<file path="src/sv/cdrc_pkg.sv">
// shared types and constants of the cartridge dma register controller
`default_nettype none

package cdrc_pkg;

    localparam logic [1:0] OP_READ  = 2'd0;
    localparam logic [1:0] OP_WRITE = 2'd1;
    localparam logic [1:0] OP_DONE  = 2'd2;

    localparam logic [3:0] RG_DRAM         = 4'd0;
    localparam logic [3:0] RG_CART         = 4'd1;
    localparam logic [3:0] RG_RDLEN        = 4'd2;
    localparam logic [3:0] RG_WRLEN        = 4'd3;
    localparam logic [3:0] RG_STATUS       = 4'd4;
    localparam logic [3:0] RG_TIMING_FIRST = 4'd5;
    localparam logic [3:0] RG_TIMING_LAST  = 4'd12;
    localparam int         TIMING_COUNT    = 8;

    localparam logic [2:0] KIND_NONE        = 3'd0;
    localparam logic [2:0] KIND_RDRAM_SRAM  = 3'd1;
    localparam logic [2:0] KIND_RDRAM_FLASH = 3'd2;
    localparam logic [2:0] KIND_SRAM_RDRAM  = 3'd3;
    localparam logic [2:0] KIND_FLASH_RDRAM = 3'd4;
    localparam logic [2:0] KIND_ROM_RDRAM   = 3'd5;
    localparam logic [2:0] KIND_IGNORED     = 3'd6;
    localparam logic [2:0] KIND_ERROR       = 3'd7;

    localparam logic [1:0] CFG_ROM_BYTES     = 2'd0;
    localparam logic [1:0] CFG_SAVE_IS_FLASH = 2'd1;

    localparam logic [31:0] SAVE_BASE    = 32'h0800_0000;
    localparam logic [31:0] SAVE_END     = 32'h0801_0000;
    localparam logic [31:0] ROM_BASE     = 32'h1000_0000;
    localparam logic [31:0] BOOT_BASE    = 32'h1FC0_0000;
    localparam logic [31:0] IGNORE_BASE  = 32'h0600_0000;
    localparam logic [32:0] RDRAM_LIMIT  = 33'd8388607;
    localparam logic [21:0] FIXED_DELAY  = 22'h1000;
    localparam logic [26:0] ROM_BYTES_RESET = 27'd16777216;

    typedef struct packed {
        logic        en;
        logic [1:0]  op;
        logic [3:0]  idx;
        logic [31:0] value;
        logic [31:0] mask;
        logic [1:0]  status_set;
        logic        status_clr;
    } cdrc_upd_t;

    typedef struct packed {
        logic [31:0] rd_word;
        logic [31:0] dram;
        logic [31:0] cart;
        logic [31:0] wrlen;
    } cdrc_view_t;

endpackage

`default_nettype wire

</file>
<file path="src/sv/cart_dma_register_controller.sv">
// cartridge dma register controller: access decode, transfer descriptor and clip
// pipeline: an accepted access beat goes through the input and result registers
// throughput: one access per cycle while not stalled; register state is updated
//   as an access enters the result register, so the next sees it without a gap
// reset: register file cleared, rom size 16 MiB, save memory sram, pipe empty
`default_nettype none

module cart_dma_register_controller
    import cdrc_pkg::*;
(
    input  wire logic        clk,
    input  wire logic        rst_n,

    input  wire logic        cfg_valid,
    output logic             cfg_ready,
    input  wire logic [1:0]  cfg_index,
    input  wire logic [31:0] cfg_data,

    input  wire logic        req_valid,
    output logic             req_stall,
    input  wire logic [1:0]  opcode,
    input  wire logic [3:0]  reg_index,
    input  wire logic [31:0] write_value,
    input  wire logic [31:0] write_mask,

    output logic             rsp_valid,
    input  wire logic        rsp_stall,
    output logic [31:0]      read_data,
    output logic [2:0]       dma_kind,
    output logic [24:0]      dma_length,
    output logic [25:0]      rom_offset,
    output logic [22:0]      dram_address,
    output logic [21:0]      interrupt_delay,
    output logic             interrupt_clear
);

    // configuration
    logic [26:0] rom_bytes_reg;
    logic        flash_reg;

    // input stage
    logic        s1_valid_reg;
    logic [1:0]  s1_op_reg;
    logic [3:0]  s1_idx_reg;
    logic [31:0] s1_value_reg;
    logic [31:0] s1_mask_reg;

    // result
    logic        rsp_valid_reg;
    logic [31:0] rdata_reg;
    logic [2:0]  kind_reg;
    logic [24:0] length_reg;
    logic [25:0] offset_reg;
    logic [22:0] dram_addr_reg;
    logic [21:0] delay_reg;
    logic        clr_reg;

    logic en_out;
    logic en_s1;

    cdrc_upd_t  upd;
    cdrc_view_t view;

    // decode
    logic [31:0] s1_rdata;
    logic [2:0]  s1_kind;
    logic        s1_rom;
    logic        s1_start;
    logic        s1_clr;
    logic        in_save;
    logic [25:0] off;
    logic [24:0] len0;
    logic [26:0] rom_minus;
    logic        off_gt;
    logic [24:0] len1;

    // rom and rdram clip
    logic        dram_gt;
    logic [32:0] lim_minus;
    logic [24:0] len2;
    logic        rom_err;
    logic [2:0]  kind_next;
    logic [24:0] length_next;
    logic [21:0] delay_next;

    assign en_out    = !rsp_valid_reg || !rsp_stall;
    assign en_s1     = !s1_valid_reg || en_out;
    assign req_stall = !en_s1;
    assign cfg_ready = 1'b1;

    always_ff @(posedge clk or negedge rst_n)
    begin
        if (!rst_n)
        begin
            rom_bytes_reg <= ROM_BYTES_RESET;
            flash_reg     <= 1'b0;
        end
        else if (cfg_valid && cfg_ready)
        begin
            unique case (cfg_index)
                CFG_ROM_BYTES:     rom_bytes_reg <= cfg_data[26:0];
                CFG_SAVE_IS_FLASH: flash_reg     <= cfg_data[0];
                default:           ;
            endcase
        end
    end

    cdrc_regs u_regs
    (
        .clk   (clk),
        .rst_n (rst_n),
        .upd   (upd),
        .view  (view)
    );

    assign in_save   = (view.cart >= SAVE_BASE) && (view.cart < SAVE_END);
    assign off       = view.cart[25:0];
    assign len0      = {1'b0, view.wrlen[23:0]} + 25'd1;
    assign off_gt    = {1'b0, off} > rom_bytes_reg;
    assign rom_minus = rom_bytes_reg - {1'b0, off};

    always_comb
    begin
        if (off_gt)
        begin
            len1 = 25'd0;
        end
        else if ({2'b00, len0} > rom_minus)
        begin
            len1 = rom_minus[24:0];
        end
        else
        begin
            len1 = len0;
        end
    end

    always_comb
    begin
        upd.en         = s1_valid_reg && en_out;
        upd.op         = s1_op_reg;
        upd.idx        = s1_idx_reg;
        upd.value      = s1_value_reg;
        upd.mask       = s1_mask_reg;
        s1_rdata       = 32'd0;
        s1_kind        = KIND_NONE;
        s1_rom         = 1'b0;
        s1_start       = 1'b0;
        s1_clr         = 1'b0;
        upd.status_set = 2'b00;
        upd.status_clr = 1'b0;
        unique case (s1_op_reg)
            OP_READ:
            begin
                s1_rdata = view.rd_word;
            end
            OP_WRITE:
            begin
                unique case (s1_idx_reg)
                    RG_RDLEN:
                    begin
                        s1_start       = 1'b1;
                        upd.status_set = 2'b01;
                        if (in_save)
                        begin
                            s1_kind = flash_reg ? KIND_RDRAM_FLASH : KIND_RDRAM_SRAM;
                        end
                        else
                        begin
                            s1_kind = KIND_ERROR;
                        end
                    end
                    RG_WRLEN:
                    begin
                        s1_start = 1'b1;
                        if (view.cart < ROM_BASE)
                        begin
                            upd.status_set = 2'b01;
                            if (in_save)
                            begin
                                s1_kind = flash_reg ? KIND_FLASH_RDRAM : KIND_SRAM_RDRAM;
                            end
                            else if (view.cart >= IGNORE_BASE && view.cart < SAVE_BASE)
                            begin
                                s1_kind = KIND_IGNORED;
                            end
                            else
                            begin
                                s1_kind = KIND_ERROR;
                            end
                        end
                        else if (view.cart >= BOOT_BASE)
                        begin
                            upd.status_set = 2'b01;
                            s1_kind        = KIND_IGNORED;
                        end
                        else
                        begin
                            upd.status_set = 2'b11;
                            s1_rom         = 1'b1;
                        end
                    end
                    RG_STATUS:
                    begin
                        s1_clr = s1_value_reg[1] & s1_mask_reg[1];
                    end
                    default:
                    begin
                    end
                endcase
            end
            OP_DONE:
            begin
                upd.status_clr = 1'b1;
            end
            default:
            begin
            end
        endcase
    end

    always_ff @(posedge clk or negedge rst_n)
    begin
        if (!rst_n)
        begin
            s1_valid_reg <= 1'b0;
        end
        else if (en_s1)
        begin
            s1_valid_reg <= req_valid;
        end
    end

    always_ff @(posedge clk)
    begin
        if (en_s1 && req_valid)
        begin
            s1_op_reg    <= opcode;
            s1_idx_reg   <= reg_index;
            s1_value_reg <= write_value;
            s1_mask_reg  <= write_mask;
        end
    end

    // rdram bound clip
    assign dram_gt   = {1'b0, view.dram} > RDRAM_LIMIT;
    assign lim_minus = RDRAM_LIMIT - {1'b0, view.dram};

    always_comb
    begin
        if (dram_gt)
        begin
            len2 = 25'd0;
        end
        else if ({8'd0, len1} > lim_minus)
        begin
            len2 = lim_minus[24:0];
        end
        else
        begin
            len2 = len1;
        end
    end

    assign rom_err = off_gt || dram_gt;

    always_comb
    begin
        if (s1_rom)
        begin
            kind_next   = rom_err ? KIND_ERROR : KIND_ROM_RDRAM;
            length_next = rom_err ? 25'd0 : len2;
            delay_next  = len2[24:3];
        end
        else
        begin
            kind_next   = s1_kind;
            length_next = 25'd0;
            delay_next  = s1_start ? FIXED_DELAY : 22'd0;
        end
    end

    always_ff @(posedge clk or negedge rst_n)
    begin
        if (!rst_n)
        begin
            rsp_valid_reg <= 1'b0;
        end
        else if (en_out)
        begin
            rsp_valid_reg <= s1_valid_reg;
        end
    end

    always_ff @(posedge clk)
    begin
        if (en_out && s1_valid_reg)
        begin
            rdata_reg     <= s1_rdata;
            kind_reg      <= kind_next;
            length_reg    <= length_next;
            offset_reg    <= s1_rom ? off : 26'd0;
            dram_addr_reg <= s1_start ? view.dram[22:0] : 23'd0;
            delay_reg     <= delay_next;
            clr_reg       <= s1_clr;
        end
    end

    assign rsp_valid       = rsp_valid_reg;
    assign read_data       = rdata_reg;
    assign dma_kind        = kind_reg;
    assign dma_length      = length_reg;
    assign rom_offset      = offset_reg;
    assign dram_address    = dram_addr_reg;
    assign interrupt_delay = delay_reg;
    assign interrupt_clear = clr_reg;

    // checks
    a_none_quiet: assert property (@(posedge clk) disable iff (!rst_n)
        rsp_valid && dma_kind == KIND_NONE |-> dram_address == 23'd0 && interrupt_delay == 22'd0)
        else $error("idle result carries transfer fields");

    a_len_rom: assert property (@(posedge clk) disable iff (!rst_n)
        rsp_valid && dma_length != 25'd0 |-> dma_kind == KIND_ROM_RDRAM)
        else $error("length on a non rom transfer");

    a_clr_alone: assert property (@(posedge clk) disable iff (!rst_n)
        rsp_valid && interrupt_clear |-> dma_kind == KIND_NONE && read_data == 32'd0)
        else $error("interrupt clear with other activity");

    a_empty_open: assert property (@(posedge clk) disable iff (!rst_n)
        !rsp_valid |-> !req_stall)
        else $error("stall with an empty result stage");

endmodule

`default_nettype wire

</file>
<file path="src/sv/cdrc_regs.sv">
// controller register file with masked merges and status bit updates
`default_nettype none

module cdrc_regs
    import cdrc_pkg::*;
(
    input  wire logic       clk,
    input  wire logic       rst_n,
    input  wire cdrc_upd_t  upd,
    output cdrc_view_t      view
);

    logic [31:0] dram_reg;
    logic [31:0] cart_reg;
    logic [31:0] rdlen_reg;
    logic [31:0] wrlen_reg;
    logic [1:0]  status_reg;
    logic [7:0]  timing_reg [TIMING_COUNT];

    logic        is_write;
    logic [31:0] wrlen_next;
    logic [2:0]  tidx;

    assign is_write = (upd.op == OP_WRITE);
    assign tidx     = 3'(upd.idx - RG_TIMING_FIRST);

    always_comb
    begin
        wrlen_next = wrlen_reg;
        if (is_write && upd.idx == RG_WRLEN)
        begin
            wrlen_next = (wrlen_reg & ~upd.mask) | (upd.value & upd.mask);
        end
    end

    always_comb
    begin
        view.dram  = dram_reg;
        view.cart  = cart_reg;
        view.wrlen = wrlen_next;
        unique case (upd.idx) inside
            RG_DRAM:   view.rd_word = dram_reg;
            RG_CART:   view.rd_word = cart_reg;
            RG_RDLEN:  view.rd_word = rdlen_reg;
            RG_WRLEN:  view.rd_word = wrlen_reg;
            RG_STATUS: view.rd_word = {30'd0, status_reg};
            [RG_TIMING_FIRST:RG_TIMING_LAST]:
                view.rd_word = {24'd0, timing_reg[tidx]};
            default:   view.rd_word = 32'd0;
        endcase
    end

    always_ff @(posedge clk or negedge rst_n)
    begin
        if (!rst_n)
        begin
            dram_reg   <= 32'd0;
            cart_reg   <= 32'd0;
            rdlen_reg  <= 32'd0;
            wrlen_reg  <= 32'd0;
            status_reg <= 2'd0;
            for (int k = 0; k < TIMING_COUNT; k++)
            begin
                timing_reg[k] <= 8'd0;
            end
        end
        else if (upd.en)
        begin
            wrlen_reg  <= wrlen_next;
            status_reg <= (status_reg & ~{2{upd.status_clr}}) | upd.status_set;
            if (is_write && upd.idx == RG_DRAM)
            begin
                dram_reg <= (dram_reg & ~upd.mask) | (upd.value & upd.mask);
            end
            if (is_write && upd.idx == RG_CART)
            begin
                cart_reg <= (cart_reg & ~upd.mask) | (upd.value & upd.mask);
            end
            if (is_write && upd.idx == RG_RDLEN)
            begin
                rdlen_reg <= (rdlen_reg & ~upd.mask) | (upd.value & upd.mask);
            end
            for (int k = 0; k < TIMING_COUNT; k++)
            begin
                if (is_write && upd.idx == RG_TIMING_FIRST + 4'(k))
                begin
                    timing_reg[k] <= (timing_reg[k] & ~upd.mask[7:0])
                                   | (upd.value[7:0] & upd.mask[7:0]);
                end
            end
        end
    end

endmodule

`default_nettype wire

</file>
<file path="config.mk">
export PLATFORM = sky130hd
export DESIGN_NAME = cart_dma_register_controller
export DESIGN_NICKNAME = d
export VERILOG_FILES = /design/src/sv/cdrc_pkg.sv /design/src/sv/cart_dma_register_controller.sv /design/src/sv/cdrc_regs.sv
export SDC_FILE = /design/constraint.sdc
export NUM_CORES = 1
export LEC_CHECK = 0
export ABC_AREA = 1
export BUFFER_PORTS_ARGS = -buffer_cell sky130_fd_sc_hd__buf_4
export CAP_MARGIN = 20
export CORE_ASPECT_RATIO = 0.5
export CORE_MARGIN = 2
export CORE_UTILIZATION = 40
export DETAILED_ROUTE_END_ITERATION = 8
export SYNTH_ARGS = -nofsm -noshare
export SYNTH_HDL_FRONTEND = slang
export SYNTH_SLANG_ARGS = --single-unit
</file>
<file path="constraint.sdc">
create_clock -name clk -period 6.87 [get_ports clk]
set_clock_uncertainty 0.1 [all_clocks]
set_input_delay 0 -clock clk [delete_from_list [all_inputs] [get_ports clk]]
set_output_delay 0 -clock clk [all_outputs]
set_load 0.05 [all_outputs]
</file>
==> After elaboration in Yosys (flattened, before gate mapping) <==
Cells that the tools add are included.
{ "classes": {"n_addsub": 4, "magnitude_cmp": 13, "eq_ne": 15, "n_mux": 33, "bitwise_logic": 34, "reduce_logical": 45} }
{ "ops": {"columns": ["cell", "n"], "rows": [
  ["32-bit one-hot mux with 6 select lines", 1],
  ["32-bit bitwise AND", 5],
  ["32-bit OR", 4],
  ["25-bit two-way mux", 4],
  ["8-bit bitwise AND", 9],
  ["32-bit by 28-bit < comparator with 1-bit output, second input constant", 2],
  ["8-bit OR", 8],
  ["25-bit by 33-bit greater-than comparator with 1-bit output", 1],
  ["23-bit by 32-bit subtractor with 33-bit output, first input constant", 1],
  ["32-bit by 27-bit greater-or-equal comparator with 1-bit output, second input constant", 1],
  ["32-bit by 28-bit greater-or-equal comparator with 1-bit output, second input constant", 1],
  ["32-bit by 29-bit greater-or-equal comparator with 1-bit output, second input constant", 1],
  ["32-bit by 23-bit greater-than comparator with 1-bit output, second input constant", 1],
  ["32-bit by 29-bit < comparator with 1-bit output, second input constant", 1],
  ["32-bit NOT", 1],
  ["2-bit AND reduction", 15],
  ["25-bit by 27-bit greater-than comparator with 1-bit output", 1],
  ["26-bit by 27-bit greater-than comparator with 1-bit output", 1],
  ["27-bit by 26-bit subtractor with 27-bit output", 1],
  ["24-bit by 1-bit adder with 25-bit output, second input constant", 1],
  ["8-bit binary-select mux with 3-bit select", 1],
  ["24-bit two-way mux", 1],
  ["22-bit two-way mux", 1],
  ["3-bit two-way mux", 7],
  ["30 further kinds", 74]
]} }
{ "word_totals": {"reg_bits": 426, "output_inout_bits": 135, "wordCells": 174} }

==> Longest topological paths before layout <==
Gate-level depths: netlist of run 1.
{ "logic_depth": {"ltp_word": 12, "ltp_mapped": 49} }

==> By module <==
A second synthesis of run 1 with hierarchy kept.
{ "unflattened": {"hier_cells": 2976, "area_unflattened_um2": 23721.5} }
{ "modules_own_cells": {"columns": ["module", "instances", "cells_each", "area_each_um2"], "rows": [
  ["cart_dma_register_controller", 1, 1369, 12692.2],
  ["cdrc_regs", 1, 1607, 11029.3]
]} }

==> Worst setup path before layout of run 1 <==
No wires, ideal clock.
{ "synth_timing": {"path_kind": "register to register", "startpoint": "register s1_idx_reg[0]", "endpoint": "register length_reg[21] (netlist: dma_length[21]), data pin", "setup_time_ns": 0.264, "t_arrival_ns": 5.275, "required_time_ns": 6.506, "slack_ns": 1.231, "stages_incl_launch_ff": 46, "path_buffers": 4, "period_less_slack_ns": 5.639, "cell_sequence": "edfxtp_1 -> ha_1 -> nand2_4 -> nor2_8 -> buf_12 -> o21ai_4 -> ha_1 -> nand2_1 -> nor2_2 -> nand3_2 -> nor2_2 -> xor2_1 -> inv_1 -> ha_1 -> nand2_1 -> inv_1 -> nand2_1 -> inv_1 -> [... 10 more ...] -> nand2_1 -> nand3_1 -> inv_1 -> ha_1 -> a21oi_1 -> nor2_1 -> nor2_1 -> nand4_1 -> nand2_1 -> nand4_1 -> nand2_1 -> nand2_1 -> nand2_1 -> clkbuf_1 -> buf_2 -> nand2_1 -> nand2_1 -> nor2_2"} }
{ "synth_lines": {"columns": ["item", "line", "text"], "rows": [
  ["start, declared", "cart_dma_register_controller.sv:44", "logic [3:0] s1_idx_reg;"],
  ["start signal, assigned", "cart_dma_register_controller.sv:239", "s1_idx_reg <= reg_index;"],
  ["end signal, assigned", "cart_dma_register_controller.sv:301", "length_reg <= length_next;"],
  ["end, declared", "cart_dma_register_controller.sv:52", "logic [24:0] length_reg;"]
]} }

==> Worst setup path after layout of run 1 <==
{ "layout_timing": {"startpoint": "register s1_idx_reg[2]", "endpoint": "register length_reg[19] (netlist: dma_length[19]), data pin"} }
{ "layout_between": {"elab_chain_cells": 10, "elab_cells_between_ends": 14} }
{ "layout_rtl": {"columns": ["item", "line", "text"], "rows": [
  ["4-bit by 2-bit == test with 1-bit output (*)", "cart_dma_register_controller.sv:159, cdrc_regs.sv:30", null],
  ["1-bit logical AND", "cdrc_regs.sv:30", "if (is_write && upd.idx == RG_WRLEN)"],
  ["24-bit two-way mux", "cdrc_regs.sv:30", null],
  ["24-bit by 1-bit adder with 25-bit output", "cart_dma_register_controller.sv:118", "assign len0 = {1'b0, view.wrlen[23:0]} + 25'd1;"],
  ["25-bit by 27-bit greater-than comparator with 1-bit output", "cart_dma_register_controller.sv:128", "else if ({2'b00, len0} > rom_minus)"],
  ["25-bit two-way mux", "cart_dma_register_controller.sv:128", null],
  ["25-bit two-way mux", "cart_dma_register_controller.sv:124", "if (off_gt)"],
  ["25-bit by 33-bit greater-than comparator with 1-bit output", "cart_dma_register_controller.sv:255", "else if ({8'd0, len1} > lim_minus)"],
  ["25-bit two-way mux", "cart_dma_register_controller.sv:255", null],
  ["25-bit two-way mux", "cart_dma_register_controller.sv:251", "if (dram_gt)"]
]} }
Mark *: on every way between the ends. The rest lies on a longest branch, timed or not.
A chain may end at the register's enable or synchronous reset.

==> run_results.csv, run 1 <==
group,metric,value,unit
placed_design,port_buffers,237,
global_route,first_global_vias,18500,
worst_setup_path,path_max_fanout,22,
logic_synthesis,synthAdderAreaFrac,0.0479,
placed_design,routabilityCongestion,0.956,
logic_synthesis,synth_cells,2552,
clock_network,cts_tree,"done",
route,wire_per_inst,19.5,um
layout,multi_input_area,8990,um^2
logic_synthesis,synth_area_leaders,"edfxtp_1 27%, dfrtp_1 25%, nand2_1 12%",
route,dr.pass1.iters,6,
worst_setup_path,cp_data_required_time,7.22,ns
clock_network,clk-insertion-delay-late,0.60,ns
worst_setup_path,cp.arrival,6.68,ns
placed_design,placed_cells_incl_taps,3502,
worst_hold_path,hold_class,"in2async",
worst_setup_path,cpPeakStageDelay,0.46,ns
logic_synthesis,synth_seq_cells,426,
layout,stdcell_count,3690,
route,drt_iter0_drc,1918,
floorplan,start_util,0.408,
logic_synthesis,syn_area,22100,um^2
worst_setup_path,cpMostUsedCell,"nand2_1",
floorplan,rows,60,
floorplan,io_pins,244,
layout,final_util,0.507,
placed_design,hpwl,51000,um
pwr,leakagePower,12.4,nW
clock_network,cts_max_level,2,
pwr,p_total,8.30,mW
global_route,grt_max_degree,123,
route,ant_nets,0,
logic_synthesis,synth_edf_count,202,
worst_setup_path,critPathLaunchType,"flip-flop",
floorplan,die_h,170,um
logic_synthesis,yosys.area.top_type_share,0.275,
logic_synthesis,synth-seq-area-share,0.528,
placed_design,place_ws,0.389,ns
logic_synthesis,syn_nets,2745,
layout,regArea,11700,um^2
global_route,antenna_found_initial,3,
clock_network,root_buffer,"clkbuf_16",
logic_synthesis,synthMuxAreaShare,0.0122,
sta,slew_headroom,0.244,
floorplan,fp.coreArea,54100,um^2
layout,drive_gt1_frac,0.151,
route,drc_errors,0,
layout,nNetsFinal,3106,
pwr,p_per_area,303,nW/um^2
floorplan,die_w,336,um
global_route,grt_overflow_total,0,
sta,holdWs,-0.000413,ns
sta,maxSlewViolCount,0,
logic_synthesis,synth_area_leader_cell,"edfxtp_1",
logic_synthesis,synth_area_per_cell,8.66,um^2
worst_setup_path,end_kind,"flip-flop",
layout,syn_to_final_growth,24.2,%
sta,max_freq,0.158,GHz
worst_setup_path,critPathKind,"reg2reg",
clock_network,cts_max_path_buffers,3,
route,routed_wl,71800,um
clock_network,cts_buffers,41,
outcome,violations,"hold timing",
worst_setup_path,slowest_stage,"edfxtp_1",
layout,diodes,0,
clock_network,path_clk_slew,0.06,ns
logic_synthesis,synth_top_family_by_area,"simple AND/OR/NAND/NOR gates",
floorplan,fp.dieArea,57200,um^2
sta,setup_viol,0,
global_route,grt_usage,0.250,
logic_synthesis,synth_cell_types,52,
route,vias_per_cell,5.19,
sta,hold_viol_final,3,
logic_synthesis,yosysWarningCount,0,
sta,worst_slack,0.542,ns
logic_synthesis,synth-main-ff-cell,"dfrtp_1",
logic_synthesis,synthXorXnorAreaFrac,0.0115,
sta,timing.final.crit_share,0.921,
logic_synthesis,synth_compound_area_frac,0.121,
outcome,outcome,"finished with violations",
logic_synthesis,async_flop_share,0.526,
pwr,peakVddDrop,0.188,mV
route,vias,19100,
sta,fin_crit,6.33,ns
run,maxCapViolations,0,
sta,tightest_slew,1.13,ns
global_route,grt_first_pass_wirelength,109000,um
logic_synthesis,yosys.area_share.simple,0.212,
layout,fillers,5104,
clock_network,cts.sinks,426,
layout make-up:
class / instances / area share
well taps: 744 / 0.0339
clock inverters: 24 / 0.0106
inverters: 296 / 0.0409
multi-input cells: 1751 / 0.328
repair buffers: 397 / 0.120
clock buffers: 52 / 0.0416
flip-flops and latches: 426 / 0.426
report_power, final:
group	switching [mW]	internal, mW
clock	1.07	1.35
sequential	0.227	2.99
combinational	1.80	0.869
kinds of logic after synthesis:
kind of cell,after synthesis
simple gates,1138
compound gates,475
flops,426
buf+inv,375
fa+ha+maj,84
xor+xnor,29
mux,24
other cells,1
synthesized netlist by cell type (2+ instances only):
library cell  count
mux2_2           24
o32ai_1           2
nand2_4           2
a31oi_1           8
edfxtp_1        202
nor2_4            8
nor2_8            2
nor2_1          256
o21ai_2          12
nand3_2           4
nor2_2           12
o21ai_0         301
nand3b_1          6
nand2_1         724
buf_1             2
inv_1           290
buf_8             2
a21o_1            3
buf_6             2
xnor2_1          10
a21oi_1          55
nand4_1          22
xor2_1           19
o21bai_1          5
o21ai_1          12
buf_2             9
nand3_1          77
ha_1             83
a211oi_1          3
clkbuf_1         62
nand2_2           5
a221oi_1         31
dfrtp_1         223
nor3_1           10
nand3b_2          2
nor4_1            5
o22ai_1          21
o211ai_1         18
inv_2             5
final timing paths:
check / startpoint / endpoint / slack (ns) / cells after the start
worst min register to register: flip-flop / flip-flop / 0.39 / 2
worst max-delay path: s1_idx_reg[2] / dma_length[19] / 0.54 / 36
worst max register to register: s1_idx_reg[2] / dma_length[19] / 0.54 / 36
worst min-delay path: rst_n / asynchronous set/reset pin / -0.0004 / 2
max in group asynchronous: rst_n / asynchronous set/reset pin / 5.20 / 3
min in group clk: write_value[9] / s1_value_reg[9] / 0.02 / 2
worst max-delay path: cells and delay by family (launching register included):
kind / cells / cell delay [ns]
fa+ha+maj: 2 / 0.62
flops: 1 / 0.46
compound gates: 5 / 0.85
simple gates: 20 / 2.62
buf+inv: 8 / 1.31
xor+xnor: 1 / 0.22
per-stage QoR:
stage               area, um^2  setup TNS [ns]
detailed placement       24900               0
floorplan                22100               0
global route             27400       -0.000677
CTS                      27400               0
global placement         24900               0
finish                   27400               0
per-layer routing:
metal | vias to the layer above | global-route usage | wire length [um]
met5 | - | 0 | 12
met4 | 2 | 0.0606 | 1330
met3 | 87 | 0.0611 | 6360
met2 | 651 | 0.379 | 31600
met1 | 9213 | 0.360 | 32500
li1 | 9181 | - | -
what timing repair did:
item                                    in CTS  in global routing
hold buffers                               111                  0
endpoints found under the hold margin      226                  0
endpoints found under the setup margin       0                 47
gates resized for setup                      0                  4
buffers inserted                             0                  1
placed cells by master, fill, tap and decap left out, types with 3 or more instances in the layout:
cell type and count:
dlygate4sd3_1 111, nor2_4 11, buf_4 283, nand2_2 6, o21bai_1 5, bufinv_16 4, clkbuf_16 43, nand2_1 723
nor2_2 14, a31oi_1 8, mux2_2 24, o21ai_2 12, xor2_1 19, a211oi_1 3, nor3_1 9, edfxtp_1 202
nand4_1 22, o21ai_0 301, nand3_1 77, nand3_2 4, clkinv_2 9, a21o_1 3, a221oi_1 31, nand3b_1 6
clkinvlp_4 4, inv_1 285, xnor2_1 10, clkbuf_1 6, ha_1 83, a21oi_1 55, o22ai_1 21, inv_2 7
nor4_1 5, nor2_1 251, clkinv_1 5, dfrtp_1 223, o211ai_1 18, clkbuf_8 3, o21ai_1 11
Note: power is estimated with default switching activity, not from simulation.
==> inputs of run 2 (changes only) <==
- ABC_AREA: 1 -> unset
- CORE_UTILIZATION: 40 -> 37
==> run_results.csv, run 2 <==
group,metric,value,unit
logic_synthesis,synth_area_leader_cell,"edfxtp_1",
logic_synthesis,synth-main-ff-cell,"dfrtp_1",
pwr,peakVddDrop,0.197,mV
sta,grt_setup_unrepaired,"yes",
floorplan,die_w,348,um
sta,fin_crit,6.86,ns
placed_design,hpwl,50200,um
logic_synthesis,syn_area,21900,um^2
logic_synthesis,synth_area_leaders,"edfxtp_1 28%, dfrtp_1 25%, mux2_2 11%",
worst_hold_path,hold_class,"in2async",
sta,slew_headroom,0.199,
sta,holdWs,0.00740,ns
global_route,antenna_found_initial,2,
layout,diodes,0,
worst_setup_path,cpMostUsedCell,"buf_4",
floorplan,io_pins,244,
layout,regArea,11700,um^2
route,wire_per_inst,22.3,um
logic_synthesis,syn_nets,2113,
logic_synthesis,synth_commonest_cells,"240 x nand2_1, 223 x dfrtp_1, 214 x mux2_2",
clock_network,cts.sinks,426,
sta,setup_viol,0,
logic_synthesis,synth_seq_cells,426,
worst_setup_path,slowest_stage,"a2111o_1",
layout,nNetsFinal,2577,
route,routed_wl,71200,um
clock_network,cts_tree,"done",
logic_synthesis,synth-seq-area-share,0.533,
logic_synthesis,yosysWarningCount,0,
logic_synthesis,yosys.area.top_type_share,0.277,
worst_setup_path,cp_data_required_time,7.06,ns
worst_setup_path,critPathLaunchType,"flip-flop",
sta,tightest_slew,1.20,ns
route,drt_iter0_drc,1806,
pwr,p_per_area,283,nW/um^2
logic_synthesis,synth_edf_count,202,
clock_network,path_clk_slew,0.06,ns
route,ant_nets,0,
route,drc_errors,0,
global_route,grt_first_pass_wirelength,104000,um
outcome,outcome,"finished clean",
run,maxCapViolations,0,
sta,maxSlewViolCount,0,
global_route,grt_max_degree,109,
global_route,grt_overflow_total,0,
pwr,leakagePower,12.0,nW
clock_network,clk-insertion-delay-late,0.57,ns
layout,multi_input_area,10200,um^2
layout,syn_to_final_growth,32.5,%
logic_synthesis,synth_cell_types,80,
layout,stdcell_count,3197,
worst_setup_path,r2r_slack,0.01,ns
route,vias_per_cell,5.47,
placed_design,port_buffers,237,
worst_setup_path,cp.arrival,7.05,ns
placed_design,placed_cells_incl_taps,2980,
clock_network,cts_max_level,2,
logic_synthesis,yosysMostFrequentCell,"nand2_1",
clock_network,root_buffer,"clkbuf_16",
route,dr.pass1.iters,6,
sta,timing.final.crit_share,0.998,
clock_network,cts_buffers,41,
floorplan,fp.dieArea,61300,um^2
worst_setup_path,path_max_fanout,11,
layout,mostFrequentLayoutCell,"buf_4",
floorplan,rows,63,
layout,fillers,5150,
floorplan,fp.coreArea,58900,um^2
sta,hold_viol_final,0,
logic_synthesis,synth_area_per_cell,11.4,um^2
clock_network,cts_max_path_buffers,3,
layout,drive_gt1_frac,0.347,
worst_setup_path,critPathKind,"reg2reg",
floorplan,die_h,176,um
global_route,first_global_vias,17000,
sta,worst_slack,0.0117,ns
logic_synthesis,async_flop_share,0.526,
worst_setup_path,cpPeakStageDelay,0.46,ns
floorplan,start_util,0.372,
route,vias,17500,
logic_synthesis,synth_cells,1920,
sta,max_freq,0.146,GHz
global_route,grt_usage,0.225,
placed_design,place_ws,-0.301,ns
placed_design,routabilityCongestion,0.953,
worst_setup_path,end_kind,"flip-flop",
layout,final_cell_mix,"393 x buf_4, 234 x nand2_1, 222 x dfrtp_1",
## run 2: per-layer routing
layer / track usage / part of all wire
met1: 0.309 / 0.43
met2: 0.362 / 0.47
met3: 0.0450 / 0.075
met4: 0.0624 / 0.026
met5: 0 / 0.00028
## run 2: timing repair
item / CTS / global route
resized for setup: 37 / 105
hold buffers: 114 / 0
pin swaps: 17 / 55
cloned: 1 / 1
endpoints found under the hold margin: 206 / 0
buffers inserted: 10 / 15
endpoints found under the setup margin: 47 / 47
## run 2: path summary, 6_finish.rpt
path,startpoint,to,cells after the start
worst max-delay path,s1_idx_reg[1],interrupt_delay[18],34
worst min-delay path,rst_n,asynchronous set/reset pin,2
worst max register to register,s1_idx_reg[1],interrupt_delay[18],34
worst min register to register,s1_valid_reg,rsp_valid,1
max in group asynchronous,rst_n,rom_bytes_reg[18],3
min in group clk,cfg_index[0],rom_bytes_reg[7],4
## run 2: layout make-up
type                            count  area share
Clock buffer                       49      0.0381
Clock inverter                     27      0.0150
Inverter                           70     0.00914
Multi-Input combinational cell   1317       0.351
Sequential cell                   426       0.402
Tap cell                          780      0.0336
Timing Repair Buffer              528       0.151
## run 2: kinds of logic (layout without fill, tap and decap cells)
kind of cell,after synthesis,in the layout,synth area share
AND/OR/NAND/NOR,578,578,0.127
multiplexers,242,242,0.132
AO/OA/AOI/OAI,370,370,0.112
other,1,1,0.000171
buffers and inverters,177,674,0.0317
XOR/XNOR,42,42,0.0168
adder cells (fa/ha/maj),84,84,0.0483
flip-flops,426,426,0.533
## run 2: critical path: cells and delay by family, from the launching register on
family          cells  cell delay [ns]
compound gates     13             2.42
xor+xnor            1             0.25
fa+ha+maj           3             0.81
buf+inv             8             1.27
flops               1             0.41
simple gates        9             1.34
## run 2: power by group
group / internal (mW) / switching [mW]
logic: 1.05 / 1.44
registers: 2.92 / 0.208
clock network: 1.55 / 1.06
total: 5.52 / 2.71
## run 2: stage by stage
step	instance area, um^2	utilization	power (mW)	TNS, ns
finish	29000	0.493	8.23	0
global route	29000	0.493	8.57	-12.26
CTS	28400	0.482	8.10	0
detailed placement	25500	0.432	5.38	-9.21
global placement	25500	0.432	5.37	-4.45
floorplan	21900	-	4.48	0
==> inputs of run 3 (changes only) <==
- BUFFER_PORTS_ARGS: -buffer_cell sky130_fd_sc_hd__buf_4 -> -buffer_cell sky130_fd_sc_hd__buf_2
==> run_results.csv, run 3 (synthesized netlist as in run 2, its figures left out) <==
group,metric,value,unit
worst_setup_path,end_kind,"flip-flop",
floorplan,io_pins,244,
worst_setup_path,cpMostUsedCell,"a21oi_1",
worst_setup_path,crit_cells,31,
route,ant_nets,0,
placed_design,place_ws,-0.280,ns
pwr,peakVddDrop,0.174,mV
placed_design,port_buffers,237,
run,maxCapViolations,0,
worst_setup_path,critPathLaunchType,"flip-flop",
sta,setup_viol,0,
sta,timing.final.crit_share,1.00,
clock_network,cts_buffers,42,
placed_design,post_dp_cell_area,24900,um^2
sta,maxSlewViolCount,0,
placed_design,hpwl,49700,um
sta,hold_viol_final,0,
global_route,grt_overflow_total,0,
layout,mostFrequentLayoutCell,"buf_2",
global_route,grt_max_degree,86,
worst_hold_path,holdPathEnd,"rom_bytes_reg[13]",
sta,slew_headroom,0.284,
floorplan,fp.dieArea,61300,um^2
sta,holdWs,0.00737,ns
global_route,antenna_found_initial,1,
layout,fillers,5298,
outcome,outcome,"finished clean",
sta,fin_crit,6.87,ns
clock_network,cts_max_path_buffers,3,
global_route,first_global_vias,17400,
sta,max_freq,0.146,GHz
clock_network,clk-insertion-delay-late,0.59,ns
worst_setup_path,cp_data_required_time,7.07,ns
worst_setup_path,critPathTopFamily,"compound AO/OA/AOI/OAI gates",
layout,nNetsFinal,2564,
floorplan,die_w,348,um
layout,regArea,11700,um^2
route,wire_per_inst,22.2,um
floorplan,die_h,176,um
route,routed_wl,70700,um
route,dr.pass1.iters,7,
sta,grt_setup_unrepaired,"yes",
layout,syn_to_final_growth,29.5,%
worst_hold_path,hold_class,"in2reg",
sta,worst_slack,0.00183,ns
route,vias_per_cell,5.50,
worst_setup_path,critPathKind,"reg2reg",
worst_setup_path,slowest_stage,"dfrtp_1",
clock_network,path_clk_slew,0.08,ns
route,vias,17500,
pwr,p_total,7.93,mW
floorplan,rows,63,
layout,final_cell_mix,"236 x buf_2, 234 x nand2_1, 223 x dfrtp_1",
worst_setup_path,reg2reg_depth,31,
layout,multi_input_area,10300,um^2
layout,drive_gt1_frac,0.348,
layout,final_util,0.482,
floorplan,start_util,0.372,
placed_design,routabilityCongestion,0.925,
sta,tightest_slew,1.07,ns
worst_setup_path,cp.arrival,7.07,ns
clock_network,cts_tree,"done",
worst_setup_path,r2r_slack,0.002,ns
worst_hold_path,min_path_cells,4,
worst_hold_path,min_from,"cfg_index[1]",
global_route,grt_usage,0.224,
floorplan,fp.coreArea,58900,um^2
layout,diodes,0,
route,drt_iter0_drc,1655,
clock_network,root_buffer,"clkbuf_16",
global_route,grt_first_pass_wirelength,105000,um
pwr,leakagePower,11.8,nW
worst_setup_path,cpPeakStageDelay,0.56,ns
route,drc_errors,0,
layout,final_area,28400,um^2
clock_network,cts_max_level,2,
worst_setup_path,worst-path-buf-inv,3,
worst_setup_path,r2r_end,"interrupt_delay[18]",
worst_setup_path,path_max_fanout,17,
clock_network,cts.sinks,426,
pwr,p_per_area,279,nW/um^2
-- run 3: cell types whose count changed in the layout (fill, tap and decap cells not counted), moves of 7 or more --
| cell | before | now |
|---|---|---|
| o21ai_2 | 2 | 9 |
| a211oi_1 | 10 | 18 |
| buf_4 | 393 | 144 |
| buf_2 | 0 | 236 |
| bufinv_16 | 10 | 2 |
| clkbuf_1 | 4 | 13 |
-- run 3: metrics by stage --
step / instances / TNS (ns)
final: 3185 / 0
after CTS: 3171 / 0
after detailed placement: 2975 / -8.83
after floorplan: 1920 / 0
after global placement: 2975 / -5.66
after global routing: 3185 / -9.77
-- run 3: report_power, final --
part	total (mW)	switching, mW	internal, mW
sequential	3.13	0.208	2.92
combinational	2.47	1.47	1.01
clock	2.33	1.02	1.31
total	7.93	2.69	5.23
-- run 3: worst reg2reg max path, delay by kind of cell, from the launching register on --
kind | cells | cell delay, ns
AO/OA/AOI/OAI | 18 | 3.82
adder cells (fa/ha/maj) | 3 | 0.96
buffers and inverters | 3 | 0.48
flip-flops | 1 | 0.56
AND/OR/NAND/NOR | 7 | 0.67
-- run 3: area by class of cell --
type	count	area share
Clock inverter	16	0.00648
Tap cell	780	0.0344
Inverter	70	0.00935
Clock buffer	62	0.0426
Multi-Input combinational cell	1317	0.363
Sequential cell	426	0.411
Timing Repair Buffer	514	0.133
-- run 3: metal layers --
layer	wire [um]	global-route usage
met5	0	0
met4	1970	0.0655
met3	4920	0.0336
met2	33000	0.364
met1	30800	0.312
-- run 3: repair_timing --
action,4_1_cts,5_1_grt
endpoints found under the setup margin,47,47
pin swaps,10,61
hold buffers,109,0
resized for setup,18,147
cloned,0,3
endpoints found under the hold margin,185,0
buffers inserted,9,11
-- run 3: worst max path at each step --
stage / endpoint
after floorplan: dma_length[10]
after global placement: dma_length[13]
after detailed placement: dma_length[13]
after CTS: dma_length[24]
after global routing: interrupt_delay[7]
final: interrupt_delay[18]
